<file path="src/hdl/mbs_pkg.sv">
// Package: shared widths, register indexes and datapath structs for the brightness smoother.
`timescale 1ns / 1ps

package mbs_pkg;

    localparam int CH_W    = 6;   // channel field
    localparam int RAW_W   = 8;   // raw target field
    localparam int TIME_W  = 16;  // elapsed time field
    localparam int RATE_W  = 8;
    localparam int LVL_W   = 16;  // level format, full scale = 2^LVL_W - 1
    localparam int STEP_W  = 17;  // step factor, Q.16 up to 1.0
    localparam int CFG_A_W = 1;
    localparam int CFG_D_W = 16;

    localparam logic [LVL_W-1:0]   FULL_LEVEL = {LVL_W{1'b1}};
    localparam logic [STEP_W-1:0]  STEP_ONE   = {1'b1, {(STEP_W-1){1'b0}}};
    localparam logic [RATE_W-1:0]  RATE_RST   = 8'd10;
    localparam logic [LVL_W-1:0]   THR_RST    = 16'd66;

    localparam logic [CFG_A_W-1:0] REG_RATE   = 1'b0;
    localparam logic [CFG_A_W-1:0] REG_THRESH = 1'b1;

    typedef struct packed {
        logic [LVL_W-1:0]  cur;
        logic [LVL_W-1:0]  target;
        logic [STEP_W-1:0] step;
        logic [LVL_W-1:0]  thr;
    } t_upd_in;

    typedef struct packed {
        logic [LVL_W-1:0] level;
        logic             snapped;
    } t_upd_out;

endpackage

</file>
<file path="src/hdl/multichannel_brightness_smoother.sv">
// Top level: pipelined multichannel brightness smoother with per-channel level memory.
//
//  port group   dir   tdata fields (lsb first)                 tuser
//  s_axis       in    channel[5:0] raw_level[13:6] step_time[29:14]   -
//  m_axis       out   channel_out[5:0] brightness[21:6]       snapped[0]
//  i_cfg_*      in    index 0 smoothing_rate[7:0], index 1 snap_threshold[15:0]
//
// One transaction per cycle sustained while the output is not stalled.
// Stages: input + level memory read, step multiply + forwarding, update + output register.
// A repeated channel is forwarded from the last-write register.
// Reset clears pipeline valids and per-channel valid bits at once; no clearing pass.
// A stalled output freezes the whole pipe; nothing is dropped or repeated.
`timescale 1ns / 1ps

module multichannel_brightness_smoother #(
    parameter int CHANNELS = 64
) (
    input  logic                         i_clk,
    input  logic                         i_rst_n,
    input  logic                         s_axis_tvalid,
    output logic                         s_axis_tready,
    input  logic [31:0]                  s_axis_tdata,  // channel, raw_level, step_time
    output logic                         m_axis_tvalid,
    input  logic                         m_axis_tready,
    output logic [23:0]                  m_axis_tdata,  // channel_out, brightness
    output logic [0:0]                   m_axis_tuser,  // snapped
    input  logic                         i_cfg_we,
    input  logic [mbs_pkg::CFG_A_W-1:0]  i_cfg_addr,
    input  logic [mbs_pkg::CFG_D_W-1:0]  i_cfg_wdata
);
    import mbs_pkg::*;

    localparam int IDX_W = (CHANNELS > 1) ? $clog2(CHANNELS) : 1;

    // config
    logic [RATE_W-1:0] r_rate;
    logic [LVL_W-1:0]  r_thr;

    // level memory and per-entry written flags
    logic [LVL_W-1:0]    r_mem [CHANNELS];
    logic [CHANNELS-1:0] r_vb;

    // last write, for forwarding
    logic             r_w_valid;
    logic [IDX_W-1:0] r_w_idx;
    logic [LVL_W-1:0] r_w_data;

    // stage A
    logic              r_a_valid;
    logic [CH_W-1:0]   r_a_ch;
    logic [RAW_W-1:0]  r_a_raw;
    logic [TIME_W-1:0] r_a_time;
    logic [LVL_W-1:0]  r_a_rd;
    logic              r_a_vb;

    // stage B
    logic              r_b_valid;
    logic [CH_W-1:0]   r_b_ch;
    logic              r_b_inr;
    logic [LVL_W-1:0]  r_b_target;
    logic [STEP_W-1:0] r_b_step;
    logic [LVL_W-1:0]  r_b_cur;

    // output
    logic              r_o_valid;
    logic [CH_W-1:0]   r_o_ch;
    logic [LVL_W-1:0]  r_o_lvl;
    logic              r_o_snap;

    logic                      en;
    logic                      accept;
    logic [CH_W-1:0]           in_ch;
    logic [IDX_W-1:0]          rd_idx;
    logic [IDX_W-1:0]          a_idx;
    logic [IDX_W-1:0]          b_idx;
    logic [RATE_W+TIME_W-1:0]  step_raw;
    logic [STEP_W-1:0]         n_step;
    logic [LVL_W-1:0]          a_rst_val;
    logic [LVL_W-1:0]          n_cur_b;
    logic [LVL_W-1:0]          n_cur_c;
    logic                      wr_en;
    t_upd_in                   upd_in;
    t_upd_out                  upd_out;

    assign en            = !r_o_valid || m_axis_tready;
    assign s_axis_tready = en;
    assign accept        = s_axis_tvalid && en;

    assign in_ch  = s_axis_tdata[CH_W-1:0];
    assign rd_idx = IDX_W'(in_ch);
    assign a_idx  = IDX_W'(r_a_ch);
    assign b_idx  = IDX_W'(r_b_ch);

    // config writes
    always_ff @(posedge i_clk) begin
        if (!i_rst_n) begin
            r_rate <= RATE_RST;
            r_thr  <= THR_RST;
        end else if (i_cfg_we) begin
            case (i_cfg_addr)
                REG_RATE:   r_rate <= i_cfg_wdata[RATE_W-1:0];
                REG_THRESH: r_thr  <= i_cfg_wdata[LVL_W-1:0];
                default:    ;
            endcase
        end
    end

    // stage A: capture transaction, read level memory
    always_ff @(posedge i_clk) begin
        if (!i_rst_n) begin
            r_a_valid <= 1'b0;
        end else if (en) begin
            r_a_valid <= accept;
        end
    end

    always_ff @(posedge i_clk) begin
        if (en) begin
            r_a_ch   <= in_ch;
            r_a_raw  <= s_axis_tdata[CH_W+RAW_W-1:CH_W];
            r_a_time <= s_axis_tdata[CH_W+RAW_W+TIME_W-1:CH_W+RAW_W];
            r_a_rd   <= r_mem[rd_idx];
            r_a_vb   <= r_vb[rd_idx];
        end
    end

    // stage B: step factor, target, level with forwarding of the write made during the read
    assign step_raw  = r_a_time * r_rate;
    assign n_step    = (step_raw > (RATE_W+TIME_W)'(STEP_ONE)) ? STEP_ONE
                                                              : step_raw[STEP_W-1:0];
    assign a_rst_val = (a_idx == '0) ? FULL_LEVEL : '0;
    assign n_cur_b   = (r_w_valid && r_w_idx == a_idx) ? r_w_data
                     : (r_a_vb ? r_a_rd : a_rst_val);

    always_ff @(posedge i_clk) begin
        if (!i_rst_n) begin
            r_b_valid <= 1'b0;
        end else if (en) begin
            r_b_valid <= r_a_valid;
        end
    end

    always_ff @(posedge i_clk) begin
        if (en) begin
            r_b_ch     <= r_a_ch;
            r_b_inr    <= {{(32-CH_W){1'b0}}, r_a_ch} < 32'(CHANNELS);
            r_b_target <= {r_a_raw, r_a_raw};  // raw * 257
            r_b_step   <= n_step;
            r_b_cur    <= n_cur_b;
        end
    end

    // stage C: update, covering the write made while this item sat in stage B
    assign n_cur_c = (r_w_valid && r_w_idx == b_idx) ? r_w_data : r_b_cur;

    assign upd_in.cur    = n_cur_c;
    assign upd_in.target = r_b_target;
    assign upd_in.step   = r_b_step;
    assign upd_in.thr    = r_thr;

    mbs_update u_update (
        .i_upd (upd_in),
        .o_upd (upd_out)
    );

    assign wr_en = en && r_b_valid && r_b_inr;

    always_ff @(posedge i_clk) begin
        if (wr_en) begin
            r_mem[b_idx] <= upd_out.level;
        end
    end

    always_ff @(posedge i_clk) begin
        if (!i_rst_n) begin
            r_vb      <= '0;
            r_w_valid <= 1'b0;
        end else if (wr_en) begin
            r_vb[b_idx] <= 1'b1;
            r_w_valid   <= 1'b1;
        end
    end

    always_ff @(posedge i_clk) begin
        if (wr_en) begin
            r_w_idx  <= b_idx;
            r_w_data <= upd_out.level;
        end
    end

    always_ff @(posedge i_clk) begin
        if (!i_rst_n) begin
            r_o_valid <= 1'b0;
        end else if (en) begin
            r_o_valid <= r_b_valid;
        end
    end

    always_ff @(posedge i_clk) begin
        if (en) begin
            r_o_ch   <= r_b_ch;
            r_o_lvl  <= r_b_inr ? upd_out.level : '0;
            r_o_snap <= r_b_inr && upd_out.snapped;
        end
    end

    assign m_axis_tvalid   = r_o_valid;
    assign m_axis_tdata    = {2'b00, r_o_lvl, r_o_ch};
    assign m_axis_tuser[0] = r_o_snap;

endmodule

</file>
<file path="src/hdl/mbs_update.sv">
// Level update: snap test, step multiply, floor shift and clamp for one channel.
`timescale 1ns / 1ps

module mbs_update (
    input  mbs_pkg::t_upd_in  i_upd,
    output mbs_pkg::t_upd_out o_upd
);
    import mbs_pkg::*;

    logic signed [LVL_W:0]          diff;
    logic        [LVL_W:0]          adiff;
    logic signed [LVL_W+STEP_W:0]   prod;
    logic signed [LVL_W+STEP_W-16:0] move;
    logic signed [LVL_W+3:0]        sum;
    logic        [LVL_W-1:0]        clamped;
    logic                           snap;

    assign diff  = $signed({1'b0, i_upd.target}) - $signed({1'b0, i_upd.cur});
    assign adiff = diff[LVL_W] ? (LVL_W+1)'(-diff) : diff;
    assign snap  = adiff < {1'b0, i_upd.thr};

    assign prod = diff * $signed({1'b0, i_upd.step});
    // arithmetic right shift by 16 rounds toward negative infinity
    assign move = prod[LVL_W+STEP_W:16];
    assign sum  = $signed({4'b0000, i_upd.cur})
                + $signed({{(LVL_W+4-$bits(move)){move[$bits(move)-1]}}, move});

    always_comb begin
        if (sum < 0) begin
            clamped = '0;
        end else if (sum > $signed({4'b0000, FULL_LEVEL})) begin
            clamped = FULL_LEVEL;
        end else begin
            clamped = sum[LVL_W-1:0];
        end
    end

    assign o_upd.level   = snap ? i_upd.target : clamped;
    assign o_upd.snapped = snap;

endmodule

</file>
<file path="config.mk">
export PLATFORM = sky130hd
export DESIGN_NAME = multichannel_brightness_smoother
export DESIGN_NICKNAME = d
export VERILOG_FILES = /design/src/hdl/mbs_pkg.sv /design/src/hdl/multichannel_brightness_smoother.sv /design/src/hdl/mbs_update.sv
export SDC_FILE = /design/constraint.sdc
export NUM_CORES = 2
export LEC_CHECK = 0
export ABC_CLOCK_PERIOD_IN_PS = 16900
export BUFFER_PORTS_ARGS = -buffer_cell sky130_fd_sc_hd__buf_2
export CAP_MARGIN = 40
export CORE_MARGIN = 10
export CORE_UTILIZATION = 30
export CTS_CLUSTER_SIZE = 30
export DETAILED_ROUTE_END_ITERATION = 6
export SLEW_MARGIN = 0
export SYNTH_ARGS = -nofsm -noshare
export SYNTH_HDL_FRONTEND = slang
export SYNTH_HIERARCHICAL = 1
export SYNTH_SLANG_ARGS = --single-unit
export TNS_END_PERCENT = 20
</file>
<file path="constraint.sdc">
create_clock -name i_clk -period 16.9 [get_ports i_clk]
set_clock_uncertainty 0.05 [all_clocks]
set_input_delay 3.38 -clock i_clk [delete_from_list [all_inputs] [get_ports i_clk]]
set_output_delay 3.38 -clock i_clk [all_outputs]
set_load 0.02 [all_outputs]
</file>
Word level (Yosys, flattened, before mapping):

Memories as Yosys holds them, arrays and structs flattened. A register that Yosys moved wholly into a read port is not among the register bits.
Cells that the tools add are included.

* flip-flop bits (word level): 223
* memory bits (writable): 1024
* input port bits: 54
* word-level logic and storage cells: 61
* memories kept: 1

* $add $sub $neg: 3
* multiply operators: 2
* magnitude comparators: 7
* equal/unequal tests: 2
* multiplexer cells: 14
* bitwise gates (word level): 2
* reductions and logical operators: 10

Memories
* r_mem: words 64, bits a word 16, rd ports 1, clocked after memory_dff 1, wr ports 1, RTL line multichannel_brightness_smoother.sv:40 `logic [LVL_W-1:0] r_mem [CHANNELS];`

Operators by type and width (count)
* 2-to-1 mux 16 bit: 7
* OR 64 bit: 1
* multiplier 17 x 18 -> 34 bit: 1
* > comparator 24 x 17 -> 1 bit (second input constant): 1
* multiplier 16 x 8 -> 24 bit: 1
* adder 17 x 18 -> 19 bit: 1
* > comparator 19 x 17 -> 1 bit (second input constant): 1
* less-than comparator 19 x 1 -> 1 bit (second input constant): 1
* less-than comparator 17 x 16 -> 1 bit: 1
* 2-to-1 mux 17 bit: 1
* negation 17 bit: 1
* subtractor 16 x 16 -> 17 bit: 1
* less-than comparator 6 x 7 -> 1 bit (second input constant): 2
* equality test 6 bit: 2
* binary-select mux 1 bit (select 6 bit): 1
* demux 1 bit (select 6 bit): 1
* greater-or-equal comparator 6 x 1 -> 1 bit (second input constant): 1
* zero test 6 bit: 1
* logical AND 1 bit: 5
* 2-to-1 mux 1 bit: 4
* AND reduction 2 bit: 2
* zero test 1 bit: 1
* logical OR 1 bit: 1
* inverter 1 bit: 1

Longest topological paths before layout:

* depth in word-level cells: 10
* gate-level depth with buffers: 48
* mapped depth without buffers: 43

Modules after synthesis:

Netlist, hierarchy kept.

Modules (own cells, without submodules)
* multichannel_brightness_smoother: instances 1, cells an instance 2568, area each 51490.6 µm²
* mbs_update: instances 1, cells an instance 1441, area each 12089.1 µm²

Least setup slack after synthesis:

OpenSTA, ideal clock, no wires.

* kind: register to register
* from: reg r_b_ch[5], in the netlist b_idx[5]
* to: mem r_mem[0][10] (data pin)
* library setup time: 784 ps
* arrival: 14078 ps
* data required time: 16066 ps
* slack: 1988 ps
* cell stages (with the launch flop): 44
* buffers on the path: 5
* cell sequence: edfxtp_1 clkbuf_1 xor2_1 nor4_1 buf_2 mux2_2 inv_1 ha_1 o21a_1 o21a_1 o41a_1 or4_2 nand4_1 clkbuf_1 clkbuf_1 nand2_1 fa_1 inv_1 [8 not listed] and4_1 nand2_1 a21oi_1 nor2_1 o21ai_0 a31o_2 a31oi_1 xnor2_1 ha_1 a21o_1 a21oi_1 nor2_1 a31o_2 and4b_1 a22oi_1 mux2i_1 buf_4 a311oi_1

RTL lines
* from (decl): RTL line multichannel_brightness_smoother.sv:58 `logic [CH_W-1:0] r_b_ch;`
* from (signal assigned): RTL line multichannel_brightness_smoother.sv:145 `r_b_ch <= r_a_ch;`
* to (decl): RTL line multichannel_brightness_smoother.sv:40

==> results.sh <==
export IMPL_run_status="completed"
export IMPL_setup_viol_count_final=0
export IMPL_worstHoldPathCells=0
export IMPL_synth_area_leaders="sky130_fd_sc_hd__edfxtp_1 (55%), sky130_fd_sc_hd__mux4_2 (13%), sky130_fd_sc_hd__fa_1 (9.7%), sky130_fd_sc_hd__ha_1 (4.2%), sky130_fd_sc_hd__dfxtp_1 (2.9%)"
export IMPL_floorplan_initialDensity_pct=30.25
export IMPL_yosysWarnings=6
export IMPL_timing_rr_start="b_idx[5]$_DFFE_PN_"
export IMPL_cts_root_buffer="sky130_fd_sc_hd__clkbuf_16"
export IMPL_final_period_utilization_pct=79.78
export IMPL_synth_top_area_share_pct=54.93
export IMPL_drt_iter0_markers=2918
export IMPL_compound_cell_area_share_of_the_yosys_netlist_pct=4.129
export IMPL_cp_slowest_cell="sky130_fd_sc_hd__o21ai_0"
export IMPL_hpwlAfterDp_um=101000
export IMPL_grt_max_degree=128
export IMPL_drc=0
export IMPL_die_width_um=480.4
export IMPL_num_io_pins=81
export IMPL_final_min_clock_period_ns=13.48
export IMPL_post_cts_repair_setup_buffers=0
export IMPL_clkSinkCount=1255
export IMPL_synth_area_per_cell_um2=15.86
export IMPL_slew_headroom_pct=38.23
export IMPL_synth_flop_cell="sky130_fd_sc_hd__edfxtp_1"
export IMPL_synth_top_family_by_area="adder cells"
export IMPL_rrSetupSlack_ns=3.42
export IMPL_ctsHtreeMaxLevel=3
export IMPL_drt_antenna_violating_nets=0
export IMPL_kind_of_cell_adding_the_most_delay_to_the_critical_path="compound AO/OA/AOI/OAI gates"
export IMPL_maxSlewViolCount=0
export IMPL_routedWlPerCell_um=22.11
export IMPL_crit_top_cell="sky130_fd_sc_hd__fa_1"
export IMPL_rsz0062_at_grt="no"
export IMPL_timing_critical_path_slowest_cell_delay_ns=0.62
export IMPL_postCtsResizedCells=0
export IMPL_detail_route_wirelength_um=156200
export IMPL_synth_fa_ha_area_share_pct=13.94
export IMPL_timing_hold_worst_start="r_a_raw[7]$_DFFE_PN_"
export IMPL_synth_cell_area_mm2=0.06358
export IMPL_hold_buffers=0
export IMPL_finalWeightedCongestion=0.7992
export IMPL_post_synth_inst_count=4009
export IMPL_critical_path_startpoint_type="register"
export IMPL_globalRouteTotalUtil_pct=13.38
export IMPL_synth_seq_cells=1255
export IMPL_timing_worst_slew_pin_value_ns=0.9266
export IMPL_crit_buf_inv=7
export IMPL_clock_insertion_delay_worst_skew_ns=0.74
export IMPL_vias_per_cell=4.892
export IMPL_timing_critical_path_arrival_ns=13.83
export IMPL_layout_area_overhead_vs_synth_pct=13.47
export IMPL_ys_top_cells_by_count="sky130_fd_sc_hd__edfxtp_1 (1163), sky130_fd_sc_hd__inv_1 (420), sky130_fd_sc_hd__mux4_2 (357)"
export IMPL_n_fill_cell=19982
export IMPL_floorplan_rows=168
export IMPL_detailroute_via_count=34555
export IMPL_xor_xnor_share_of_the_synthesized_area_pct=1.196
export IMPL_critPathMaxFanout=66
export IMPL_layout_drive_gt1_share_pct=20.00
export IMPL_worstRegToRegCells=43
export IMPL_post_synth_num_cell_types=93
export IMPL_place_port_buffers=76
export IMPL_floorplan_die_height_um=480.4
export IMPL_detailedRoute_firstPassIterationCount=5
export IMPL_final_hold_viol_count=0
export IMPL_tritoncts_buffers=118
export IMPL_critPathCaptureType="register"
export IMPL_hp_class="register to register"
export IMPL_crit_required_ns=17.25
export IMPL_first_pass_grt_wire_length_um=236000
export IMPL_yosysSeqAreaShare_pct=57.83
export IMPL_post_synth_mux_area_share_pct=12.98
export IMPL_setup_tns_final_ns=0
export IMPL_whs_endpoint="r_b_target[7]$_DFFE_PN_"
export IMPL_grt_antenna_before_repair=16
export IMPL_clockBufferDepth=3
export IMPL_maxClockFrequency_ghz=0.07417
export IMPL_clk_transition_reported_paths_ns=0.06
export IMPL_async_reset_ff_share_pct=0
export IMPL_die_area_mm2=0.2307
export IMPL_post_synth_top_area_cell="sky130_fd_sc_hd__edfxtp_1"
export IMPL_drv_cap=0
export IMPL_core_area_mm2=0.2102
export IMPL_grt_pass1_vias=35885
export IMPL_path_class="register to register"
export IMPL_synth_most_common_cell="sky130_fd_sc_hd__edfxtp_1"
export IMPL_cts_tree="done"
export IMPL_timing_rr_end="r_mem[21][9]$_DFFE_PP_"
export IMPL_grt_overflow_total=0
export IMPL_final_stage_net_count=4727
export IMPL_count_of_flip_flops_with_a_built_in_enable_after_synthesis=1163
export IMPL_yosys_area_share_simple_pct=6.158
[layer usage]
layer	track usage (%)	up-vias	part of all wire [%]
met1	18.12	18320	43
li1	-	15072	-
met2	22.73	952	50
met5	0	-	0.025
met3	1.759	205	5.1
met4	3.348	6	2.2
[worst reg2reg max path: cells and delay by family (launching register included)]
kind | cells | cell delay (ns)
simple gates | 8 | 1.68
flops | 1 | 0.61
compound gates | 15 | 4.47
mux | 2 | 0.62
xor+xnor | 2 | 0.39
fa+ha+maj | 9 | 3.90
buf+inv | 7 | 1.37
[layout make-up]
class                           instances  area (um2)  share of cell area, %
Antenna cell                            4       10.01                0.01387
Tap cell                             2805        3510                  4.865
Timing Repair Buffer                  208        1589                  2.203
Inverter                              420        1577                  2.185
Clock buffer                          160        3222                  4.466
Sequential cell                      1255       36770                  50.96
Multi-Input combinational cell       2147       24840                  34.43
Clock inverter                         65       629.4                 0.8724
[metrics by stage]
stage	hold slack (ns)	utilization (%)	setup WS, ns	cells	instance area (um2)
after floorplan	0.3503	-	1.988	4010	63580
after global placement	0.3565	32.35	3.317	6820	68000
after detailed placement	0.3556	32.48	3.453	6835	68280
after CTS	0.3703	34.32	3.416	7060	72130
after global routing	0.3761	34.32	2.624	7062	72140
final	0.3684	34.32	3.418	7064	72140
[state kept, by name, summed over array words and instances (netlist names), 8 cells and up]
name and flops:
r_o_lvl 16, r_b_step 17, r_mem 1024, r_rate 8, r_b_target 8, r_b_cur 16
r_thr 16, r_w_data 16, r_a_time 16, r_a_rd 16, r_vb 64, r_a_raw 8
[cells in the final DEF, fill, tap and decap left out, types with 12 or more instances in the layout]
cell,n
sky130_fd_sc_hd__edfxtp_1,1163
sky130_fd_sc_hd__inv_1,420
sky130_fd_sc_hd__mux4_2,357
sky130_fd_sc_hd__nand2_1,313
sky130_fd_sc_hd__fa_1,309
sky130_fd_sc_hd__ha_1,214
sky130_fd_sc_hd__and2_1,169
sky130_fd_sc_hd__clkbuf_16,119
sky130_fd_sc_hd__buf_4,119
sky130_fd_sc_hd__dfxtp_1,92
sky130_fd_sc_hd__a21oi_1,85
sky130_fd_sc_hd__o21a_1,79
sky130_fd_sc_hd__nor2_1,73
sky130_fd_sc_hd__buf_2,72
sky130_fd_sc_hd__xnor2_1,44
sky130_fd_sc_hd__nor2_2,42
sky130_fd_sc_hd__nor2b_1,40
sky130_fd_sc_hd__xor2_1,39
sky130_fd_sc_hd__o21ai_0,34
sky130_fd_sc_hd__nor3_1,32
sky130_fd_sc_hd__clkbuf_1,32
sky130_fd_sc_hd__clkinv_1,31
sky130_fd_sc_hd__a21o_1,29
sky130_fd_sc_hd__a21boi_0,23
sky130_fd_sc_hd__nand3_1,22
sky130_fd_sc_hd__nand2b_1,16
sky130_fd_sc_hd__a31oi_1,16
sky130_fd_sc_hd__mux2_2,16
sky130_fd_sc_hd__nand4_1,14
sky130_fd_sc_hd__nor4_2,13
sky130_fd_sc_hd__clkinv_2,13
sky130_fd_sc_hd__a311oi_4,13
sky130_fd_sc_hd__o21ai_1,12
[worst max-delay path by stage]
stage / to / from / cells past startpoint / slack, ns
floorplan: r_mem[0][10]$_DFFE_PP_ / b_idx[5]$_DFFE_PN_ / 43 / 1.99
global placement: r_mem[52][9]$_DFFE_PP_ / b_idx[5]$_DFFE_PN_ / 38 / 3.32
detailed placement: r_mem[63][11]$_DFFE_PP_ / b_idx[5]$_DFFE_PN_ / 41 / 3.45
CTS: r_mem[24][11]$_DFFE_PP_ / b_idx[5]$_DFFE_PN_ / 39 / 3.42
global route: r_mem[24][7]$_DFFE_PP_ / b_idx[5]$_DFFE_PN_ / 40 / 2.62
finish: r_mem[21][9]$_DFFE_PP_ / b_idx[5]$_DFFE_PN_ / 43 / 3.42
[logic make-up (layout without fill, tap and decap cells)]
logic type / after synthesis / after routing
flops: 1255 / 1255
simple gates: 783 / 783
buf+inv: 608 / 853
fa+ha+maj: 523 / 523
compound gates: 377 / 377
mux: 376 / 376
xor+xnor: 86 / 86
other cells: 1 / 6
Power is left out: the tool's default activity adds up to more than one toggle a clock period on the data nets, which glitch-free logic cannot reach.
